[src/rtl/bc7_single_subset_block_packer_unit_macros.svh]
// Assertion macros for the BC7 single-subset block packer.
`ifndef BC7_SINGLE_SUBSET_BLOCK_PACKER_UNIT_MACROS_SVH
`define BC7_SINGLE_SUBSET_BLOCK_PACKER_UNIT_MACROS_SVH
// Check a property on every clock outside reset.
`define BC7_ASSERT(label, prop, msg) \
    label: assert property (@(posedge i_clk) disable iff (!i_rst_n) (prop)) else $error(msg);
`endif

[src/rtl/bc7p_pkg.sv]
// Package: types, states, tables and helpers for the BC7 block packer.
package bc7p_pkg;
    typedef struct packed {
        logic [7:0]  pixel_alpha;
        logic [7:0]  pixel_luma;
        logic [7:0]  alpha_high;
        logic [7:0]  alpha_low;
        logic [7:0]  luma_high;
        logic [7:0]  luma_low;
        logic [31:0] endpoint_high_rgba;
        logic [31:0] endpoint_low_rgba;
        logic [2:0]  block_mode;
    } t_in_item;

    typedef struct packed {
        logic        last_word;
        logic [63:0] block_word;
    } t_out_item;

    localparam logic [2:0] MODE_4 = 3'd4;
    localparam logic [2:0] MODE_5 = 3'd5;
    localparam logic [2:0] MODE_6 = 3'd6;

    typedef enum logic [2:0] {
        ST_IDLE, ST_DIV, ST_MUL, ST_STORE, ST_PACK, ST_OUT0, ST_OUT1
    } t_state;

    // Controller commands to the datapath.
    typedef struct packed {
        logic take;       // capture input item
        logic start_blk;  // latch block parameters, begin division
        logic div_step;   // one restoring-division step
        logic mul;        // register products
        logic store;      // write indices, advance pixel
        logic pack;       // build the 128-bit block
    } t_cmd;

    typedef struct packed {
        logic first_pix;
        logic div_done;
        logic last_pix;
    } t_status;

    localparam int DIV_STEPS = 16;

    function automatic logic [1:0] tab_two(input logic [3:0] p);
        logic [1:0] r;
        unique case (p)
            4'd0, 4'd1, 4'd2, 4'd3, 4'd4, 4'd5: r = 2'd0;
            4'd6, 4'd7: r = 2'd1;
            4'd8, 4'd9: r = 2'd2;
            default: r = 2'd3;
        endcase
        return r;
    endfunction

    function automatic logic [2:0] tab_three(input logic [3:0] p);
        logic [2:0] r;
        if (p < 4'd5) r = 3'd0;
        else if (p > 4'd11) r = 3'd7;
        else r = 3'(p - 4'd4);
        return r;
    endfunction

    function automatic logic [3:0] tab_four(input logic [4:0] p);
        logic [3:0] r;
        if (p < 5'd9) r = 4'd0;
        else if (p > 5'd23) r = 4'd15;
        else r = 4'(p - 5'd8);
        return r;
    endfunction
endpackage

[src/rtl/bc7p_ctrl.sv]
// Controller state machine for the BC7 block packer.
module bc7p_ctrl import bc7p_pkg::*; (
    input  logic    i_clk,
    input  logic    i_rst_n,
    input  logic    i_valid,
    input  logic    i_out_stall,
    input  t_status i_status,
    output logic    o_stall,
    output logic    o_out_valid,
    output logic    o_last,
    output t_cmd    o_cmd
);
    t_state r_state, n_state;

    // Advance state.
    always_ff @(posedge i_clk) begin
        if (!i_rst_n) r_state <= ST_IDLE;
        else r_state <= n_state;
    end

    // Next state.
    always_comb begin
        n_state = r_state;
        unique case (r_state)
            ST_IDLE: if (i_valid) n_state = i_status.first_pix ? ST_DIV : ST_MUL;
            ST_DIV: if (i_status.div_done) n_state = ST_MUL;
            ST_MUL: n_state = ST_STORE;
            ST_STORE: n_state = i_status.last_pix ? ST_PACK : ST_IDLE;
            ST_PACK: n_state = ST_OUT0;
            ST_OUT0: if (!i_out_stall) n_state = ST_OUT1;
            ST_OUT1: if (!i_out_stall) n_state = ST_IDLE;
            default: n_state = ST_IDLE;
        endcase
    end

    // Outputs.
    always_comb begin
        o_cmd = '0;
        o_stall = (r_state != ST_IDLE);
        o_out_valid = (r_state == ST_OUT0) || (r_state == ST_OUT1);
        o_last = (r_state == ST_OUT1);
        unique case (r_state)
            ST_IDLE: begin
                o_cmd.take = i_valid;
                o_cmd.start_blk = i_valid && i_status.first_pix;
            end
            ST_DIV: o_cmd.div_step = 1'b1;
            ST_MUL: o_cmd.mul = 1'b1;
            ST_STORE: o_cmd.store = 1'b1;
            ST_PACK: o_cmd.pack = 1'b1;
            default: ;
        endcase
    end
endmodule

[src/rtl/bc7p_datapath.sv]
// Datapath: parameter latch, serial divider, index quantizer and block packer.
module bc7p_datapath import bc7p_pkg::*; (
    input  logic      i_clk,
    input  logic      i_rst_n,
    input  t_in_item  i_item,
    input  t_cmd      i_cmd,
    input  logic      i_last,
    output t_status   o_status,
    output t_out_item o_item
);
    logic [3:0]   r_count;
    logic [2:0]   r_mode;
    logic [63:0]  r_ep;
    logic [7:0]   r_ylo, r_yhi, r_ymid, r_alo, r_ahi, r_amid;
    logic [15:0]  r_yscale, r_ascale;
    logic [1:0]   r_inv;
    logic [7:0]   r_py, r_pa;
    logic [4:0]   r_dcnt;
    logic [15:0]  r_yq, r_aq;
    logic [8:0]   r_yrem, r_arem;
    logic [8:0]   r_yd, r_ad;
    logic signed [31:0] r_yv, r_av;
    logic [3:0]   r_lidx [16];
    logic [1:0]   r_aidx [16];
    logic [127:0] r_blk;

    // Block setup values from the input item.
    logic [2:0] s_mode;
    logic [7:0] s_ymid, s_amid;
    logic [8:0] s_yd, s_ad;
    logic       s_iy, s_ia;
    logic [31:0] s_mask;
    assign s_mode = (i_item.block_mode == MODE_4 || i_item.block_mode == MODE_5)
                    ? i_item.block_mode : MODE_6;
    assign s_ymid = 8'((9'(i_item.luma_low) + 9'(i_item.luma_high)) >> 1);
    assign s_amid = 8'((9'(i_item.alpha_low) + 9'(i_item.alpha_high)) >> 1);
    // Divisor is high - mid + 1, forced to 1 when high is below mid.
    assign s_yd = (i_item.luma_high >= s_ymid)
                  ? {1'b0, i_item.luma_high - s_ymid} + 9'd1 : 9'd1;
    assign s_ad = (i_item.alpha_high >= s_amid)
                  ? {1'b0, i_item.alpha_high - s_amid} + 9'd1 : 9'd1;
    assign s_iy = i_item.pixel_luma >= s_ymid;
    assign s_ia = (s_mode != MODE_6) && (i_item.pixel_alpha >= s_amid);
    assign s_mask = (s_iy ? ((s_mode == MODE_6) ? 32'hFFFF_FFFF : 32'h00FF_FFFF) : 32'h0)
                  | (s_ia ? 32'hFF00_0000 : 32'h0);

    // Restoring divide of 32768 by d, one quotient bit per step.
    logic [9:0] s_ytr, s_atr;
    logic       s_bit;
    assign s_bit = (r_dcnt == 5'd0);
    assign s_ytr = {r_yrem, s_bit} - {1'b0, r_yd};
    assign s_atr = {r_arem, s_bit} - {1'b0, r_ad};

    // Reflect and quantize.
    logic signed [9:0] s_y, s_a;
    assign s_y = r_inv[0] ? 10'(r_ylo) + 10'(r_yhi) - 10'(r_py) : 10'(r_py);
    assign s_a = r_inv[1] ? 10'(r_alo) + 10'(r_ahi) - 10'(r_pa) : 10'(r_pa);

    logic signed [31:0] s_bias;
    logic even;
    assign even = ~(r_count[0] ^ r_count[2]);
    assign s_bias = (r_mode != MODE_6) ? 32'sd65536 : (even ? 32'sd64512 : 32'sd65024);

    logic [3:0] s_yp, s_ap;
    logic [4:0] s_yp6;
    always_comb begin
        s_yp = (r_yv < 0) ? 4'd0 : ((r_yv[31:13] > 19'd15) ? 4'd15 : r_yv[16:13]);
        s_ap = (r_av < 0) ? 4'd0 : ((r_av[31:13] > 19'd15) ? 4'd15 : r_av[16:13]);
        s_yp6 = (r_yv < 0) ? 5'd0 : ((r_yv[31:12] > 20'd31) ? 5'd31 : r_yv[16:12]);
    end

    // Pack the block.
    logic [127:0] s_blk;
    always_comb begin
        logic [3:0] a;
        logic [31:0] lo, hi;
        lo = r_ep[31:0];
        hi = r_ep[63:32];
        s_blk = '0;
        a = r_lidx[0];
        if (r_mode == MODE_4) begin
            s_blk[4:0] = 5'd16;
            s_blk[7] = 1'b1;
            for (int k = 0; k < 3; k++) begin
                s_blk[8 + 10*k +: 5] = lo[8*k+3 +: 5];
                s_blk[13 + 10*k +: 5] = hi[8*k+3 +: 5];
            end
            s_blk[38 +: 6] = lo[26 +: 6];
            s_blk[44 +: 6] = hi[26 +: 6];
            s_blk[50] = r_aidx[0][0];
            for (int i = 1; i < 16; i++) s_blk[51 + 2*(i-1) +: 2] = r_aidx[i];
            s_blk[81 +: 2] = r_lidx[0][1:0];
            for (int i = 1; i < 16; i++) s_blk[83 + 3*(i-1) +: 3] = r_lidx[i][2:0];
        end else if (r_mode == MODE_5) begin
            s_blk[5:0] = 6'd32;
            for (int k = 0; k < 3; k++) begin
                s_blk[8 + 14*k +: 7] = lo[8*k+1 +: 7];
                s_blk[15 + 14*k +: 7] = hi[8*k+1 +: 7];
            end
            s_blk[50 +: 8] = lo[31:24];
            s_blk[58 +: 8] = hi[31:24];
            s_blk[66] = r_lidx[0][0];
            for (int i = 1; i < 16; i++) s_blk[67 + 2*(i-1) +: 2] = r_lidx[i][1:0];
            s_blk[97] = r_aidx[0][0];
            for (int i = 1; i < 16; i++) s_blk[98 + 2*(i-1) +: 2] = r_aidx[i];
        end else begin
            s_blk[6:0] = 7'd64;
            for (int k = 0; k < 4; k++) begin
                s_blk[7 + 14*k +: 7] = lo[8*k+1 +: 7];
                s_blk[14 + 14*k +: 7] = hi[8*k+1 +: 7];
            end
            s_blk[63] = lo[8];
            s_blk[64] = hi[8];
            s_blk[65 +: 3] = a[3] ? 3'd7 : a[2:0];
            for (int i = 1; i < 16; i++) s_blk[68 + 4*(i-1) +: 4] = r_lidx[i];
        end
    end

    // Control registers.
    always_ff @(posedge i_clk) begin
        if (!i_rst_n) begin
            r_count <= '0;
            r_dcnt <= '0;
        end else begin
            if (i_cmd.start_blk) r_dcnt <= '0;
            else if (i_cmd.div_step) r_dcnt <= r_dcnt + 5'd1;
            if (i_cmd.store) r_count <= r_count + 4'd1;
        end
    end

    // Payload registers.
    always_ff @(posedge i_clk) begin
        if (i_cmd.take) begin
            r_py <= i_item.pixel_luma;
            r_pa <= i_item.pixel_alpha;
        end
        if (i_cmd.start_blk) begin
            r_mode <= s_mode;
            r_ylo <= i_item.luma_low;
            r_yhi <= i_item.luma_high;
            r_ymid <= s_ymid;
            r_alo <= i_item.alpha_low;
            r_ahi <= i_item.alpha_high;
            r_amid <= s_amid;
            r_yd <= s_yd;
            r_ad <= s_ad;
            r_inv <= {s_ia, s_iy};
            r_yrem <= '0;
            r_arem <= '0;
            r_yq <= '0;
            r_aq <= '0;
            r_ep <= {(i_item.endpoint_high_rgba & ~s_mask) | (i_item.endpoint_low_rgba & s_mask),
                     (i_item.endpoint_low_rgba & ~s_mask) | (i_item.endpoint_high_rgba & s_mask)};
        end
        if (i_cmd.div_step) begin
            if (!s_ytr[9]) r_yrem <= s_ytr[8:0];
            else r_yrem <= {r_yrem[7:0], s_bit};
            if (!s_atr[9]) r_arem <= s_atr[8:0];
            else r_arem <= {r_arem[7:0], s_bit};
            r_yq <= {r_yq[14:0], ~s_ytr[9]};
            r_aq <= {r_aq[14:0], ~s_atr[9]};
            if (r_dcnt == 5'(DIV_STEPS - 1)) begin
                r_yscale <= {r_yq[14:0], ~s_ytr[9]};
                r_ascale <= {r_aq[14:0], ~s_atr[9]};
            end
        end
        if (i_cmd.mul) begin
            r_yv <= 32'(s_y - $signed({2'b0, r_ymid})) * $signed({16'd0, r_yscale}) + s_bias;
            r_av <= 32'(s_a - $signed({2'b0, r_amid})) * $signed({16'd0, r_ascale}) + s_bias;
        end
        if (i_cmd.store) begin
            if (r_mode == MODE_6) r_lidx[r_count] <= tab_four(s_yp6);
            else begin
                r_lidx[r_count] <= (r_mode == MODE_4) ? {1'b0, tab_three(s_yp)}
                                                      : {2'b0, tab_two(s_yp)};
                r_aidx[r_count] <= tab_two(s_ap);
            end
        end
        if (i_cmd.pack) r_blk <= s_blk;
    end

    assign o_status.first_pix = (r_count == 4'd0);
    assign o_status.div_done = (r_dcnt == 5'(DIV_STEPS - 1));
    assign o_status.last_pix = (r_count == 4'd15);
    assign o_item.block_word = i_last ? r_blk[127:64] : r_blk[63:0];
    assign o_item.last_word = i_last;
endmodule

[src/rtl/bc7_single_subset_block_packer_unit.sv]
// Top level of the BC7 mode 4/5/6 single-subset block packer.
// Channel | Dir | Handshake            | Payload
// pixel   | in  | i_valid / o_stall    | i_item (t_in_item)
// block   | out | o_valid / i_stall    | o_item (t_out_item)
// A pixel passes through capture, multiply and store; pixel 0 also runs
// the serial divider, producing both scales, before the multiply.
// After pixel 15 the block is packed, then the two words go out;
// no pixel is taken until both leave.
// Reset is synchronous, active low, and clears the controller and pixel count.
`include "bc7_single_subset_block_packer_unit_macros.svh"
module bc7_single_subset_block_packer_unit import bc7p_pkg::*; (
    input  logic      i_clk,
    input  logic      i_rst_n,
    input  logic      i_valid,
    output logic      o_stall,
    input  t_in_item  i_item,
    output logic      o_valid,
    input  logic      i_stall,
    output t_out_item o_item
);
    t_cmd    s_cmd;
    t_status s_status;
    logic    s_last;

    bc7p_ctrl u_ctrl (
        .i_clk, .i_rst_n, .i_valid, .i_out_stall(i_stall), .i_status(s_status),
        .o_stall, .o_out_valid(o_valid), .o_last(s_last), .o_cmd(s_cmd)
    );

    bc7p_datapath u_dp (
        .i_clk, .i_rst_n, .i_item, .i_cmd(s_cmd), .i_last(s_last),
        .o_status(s_status), .o_item
    );

    `BC7_ASSERT(a_no_take_busy, !(o_valid && s_cmd.take), "item taken during output")
    `BC7_ASSERT(a_last_follows, (o_valid && o_item.last_word && !i_stall) |=> !o_valid,
        "extra output word")
    `BC7_ASSERT(a_pack_then_out, s_cmd.pack |=> (o_valid && !o_item.last_word),
        "block not presented after pack")
endmodule

[config.mk]
export PLATFORM = sky130hd
export DESIGN_NAME = bc7_single_subset_block_packer_unit
export DESIGN_NICKNAME = d
export VERILOG_FILES = /design/src/rtl/bc7p_pkg.sv /design/src/rtl/bc7p_ctrl.sv /design/src/rtl/bc7p_datapath.sv /design/src/rtl/bc7_single_subset_block_packer_unit.sv
export VERILOG_INCLUDE_DIRS = /design/src /design/src/rtl
export SDC_FILE = /design/constraint.sdc
export NUM_CORES = 2
export LEC_CHECK = 0
export ABC_AREA = 1
export BUFFER_PORTS_ARGS = -buffer_cell sky130_fd_sc_hd__buf_2
export CAP_MARGIN = 10
export CORE_ASPECT_RATIO = 1.4
export CORE_MARGIN = 1
export CORE_UTILIZATION = 40
export CTS_CLUSTER_SIZE = 10
export DETAILED_ROUTE_END_ITERATION = 10
export GPL_TIMING_DRIVEN = 0
export PLACE_DENSITY = 0.67
export SYNTH_ARGS = -nofsm -noshare
export SYNTH_HDL_FRONTEND = slang
export SYNTH_SLANG_ARGS = --single-unit
[constraint.sdc]
create_clock -name i_clk -period 12.7 [get_ports i_clk]
set_clock_uncertainty 0.15 [all_clocks]
set_input_delay 1.27 -clock i_clk [delete_from_list [all_inputs] [get_ports i_clk]]
set_output_delay 1.27 -clock i_clk [all_outputs]
set_load 0.02 [all_outputs]
==> results.md <==
* Hold slack final at around 0.27 ns
* Post-synthesis cell area at 0.0390 mm2
* Starting Density at 40.3%
* Max stage delay on crit path at around 0.55 ns
* Layout cell share with drive strength beyond 1 at under 10%
* First-pass GRT wire length at 165,000 um
* Vias in the first global route at between 30,000 and 40,000
* Fmax at 111 MHz
* Synth Area in XOR/XNOR at 1.30%
* Vias/cell at just over 5
* Post-route design area at 0.0437 mm2
* Core Area at between 0.09 and 0.1 mm2
* Final setup violation count at 0
* EDFF count, synth at 484
* FF+latch count, synth at 496
* Share of flip-flops with an asynchronous set or reset at 0%
* First-pass iteration count of the detailed router at 5
* Fin crit share at 70.6%
* Dpl hpwl at slightly below 90,000 um
* Post-Syn Nets at 5,159
* Vias at 30,400
* Clk_lat worst skew at approximately 0.7 ns
* Placed inst area at 0.0419 mm2
* Final hold vios at 0
* CP Max Fanout at 10
* CTS tree: done
* CTS Buf Count at 58
* Tot GR Track Use at 21.7%
* Largest net degree at the start of global routing at 49
* Drt drc at 0
* CTS Sinks at 496
* Final design utilization at 45.1%
* Delay-heaviest family, CP: adder cells
* Worst setup path class: reg -> reg
* Main combinational cell family by area after synthesis: adder cells
* Data required, critical path at between 10 and 15 ns
* CP max-delay cell: fa_1
* Most common cell after layout, fill and taps aside: nand2_1
* Die ar. at 0.0989 mm2
* Postcts setup bufs at 0
* Input/output buffers at 181
* Synth warn at 0
* Cts hold-fix bufs at 0
* Setup crit start kind: register
* Cts repair resizes at 0
* Worst Setup End Kind: register
* Die Wd at roughly 270 um
* Die Ht at 372 um
* Status: finished, final reports clean
* Seq/Total Area, Yosys at between 30% and 40%
* Worst-case clock buffer depth at 3
* Min cycle time layout at around 9 ns
* Initial antenna violation count at 3
* Routed wire per std cell at 17.7 um
* Fin. max-slew vios at 0
* Std cell rows at 135
* Max_cap viols at 0
* Final WL at 107,000 um
* Post-route ant nets at 0
* Relative slew slack at 22.5%
* Gpl congestion at around 0.96
* Overflow after GRT at 0
* DR iter-0 viols at between 1,500 and 2,000
* Worst setup margin at 3.73 ns
* Adder-cell area share of the yosys netlist at 24.1%
* WP buf/inv at 7
* Mean Syn Cell Area at ~8.8 um2
* Pre-CTS WS at 3.80 ns
* Synth Area in Compound Gates at between 7 and 8%
* Nets@finish at 5,422
* Synth cell types at 56
* Clock Tree Root: clkbuf_16
* Mux contribution to synthesized area at 0%
* RSZ-0062 raised after global routing: false
* Clock-pin slew on the worst setup and hold paths at 0.06 ns
* Number of H-tree levels at 2
* Ys flop type: edfxtp_1
* Area growth, synth to finish at 11.8%
* Gate Count Post-Synth at 4,456
* Least-Margin Pin Slew at 1.16 ns
* Leading cell types in the layout, fill and taps excluded: 1,119 x nand2_1, 905 x inv_1, 484 x edfxtp_1, 394 x nor2_1, 306 x ha_1
* I/O pins at ~190
* CP arrival at 9.16 ns
* Hold crit path type: reg -> reg
* Simple-gate share of the synthesized area at ~19%
cell families after synthesis:
| group | Yosys count |
|---|---|
| and+or+nand+nor | 1826 |
| buffers and inverters | 1030 |
| adders and majority gates | 584 |
| DFF | 496 |
| AOI/OAI and AO/OA | 461 |
| xor gates and xnor gates | 58 |
| other | 1 |
registers in the layout, indices dropped and copies added, names as in the netlist, 9 cells and up:
name	cells
u_dp.r_blk	124
u_dp.r_aidx	31
u_dp.r_ad	9
u_dp.r_yq	15
u_dp.r_ep	60
u_dp.r_yscale	16
u_dp.r_arem	9
u_dp.r_ascale	16
u_dp.r_yd	9
u_dp.r_yv	20
u_dp.r_yrem	9
u_dp.r_lidx	64
u_dp.r_av	18
u_dp.r_aq	15
path summary, 6_finish.rpt:
check,to,start,slack (ns),depth (start not counted)
setup reg to reg,u_dp.r_yv[19],u_dp.r_yhi[2],3.73,41
hold reg to reg,u_dp.r_yscale[15],u_dp.r_yq[14],0.27,0
setup / recovery,u_dp.r_yv[19],u_dp.r_yhi[2],3.73,41
hold / removal,u_dp.r_yscale[15],u_dp.r_yq[14],0.27,0
cell type report:
type / count / area, um2
fillers: 9442 / 53100
multi-input cells: 2930 / 20400
flip-flops and latches: 496 / 14800
inverters: 924 / 3470
well taps: 1301 / 1630
clock buffers: 82 / 1570
repair buffers: 203 / 1240
plain buffers: 106 / 462
clock inverters: 7 / 133
diodes: 3 / 7.51
cell usage after synthesis (16+ instances only):
cell type,count,area share [%]
o211ai_1,28,0.54
nor3_1,38,0.49
o221ai_1,95,2.1
ha_1,306,9.8
nand2_2,16,0.26
nand3_1,124,1.6
fa_1,278,14
xor2_1,42,0.94
nand2_1,1119,11
a21oi_1,185,2.4
buf_2,23,0.29
edfxtp_1,484,37
inv_1,905,8.7
nor2_2,27,0.43
o21ai_0,94,1.2
nand4_1,38,0.61
clkbuf_1,67,0.64
nor2_1,397,3.8
xnor2_1,16,0.36
per-stage QoR:
stage / std cells / TNS (ns)
after floorplan: 4456 / 0
after global placement: 5938 / -50.87
after detailed placement: 5959 / 0
after CTS: 6048 / 0
after global routing: 6050 / 0
final: 6052 / 0
routing by layer:
metal  GRT usage (%)  up-vias  part of all wire (%)
li1                -    14700                     -
met1            23.4    14400                    38
met2            40.2     1026                    51
met3            3.26      297                   5.5
met4            12.0        0                   6.1
met5               0        -                     0
Power is not shown: default switching activity piles up to over one toggle a cycle in this logic, so the estimate is an artifact.
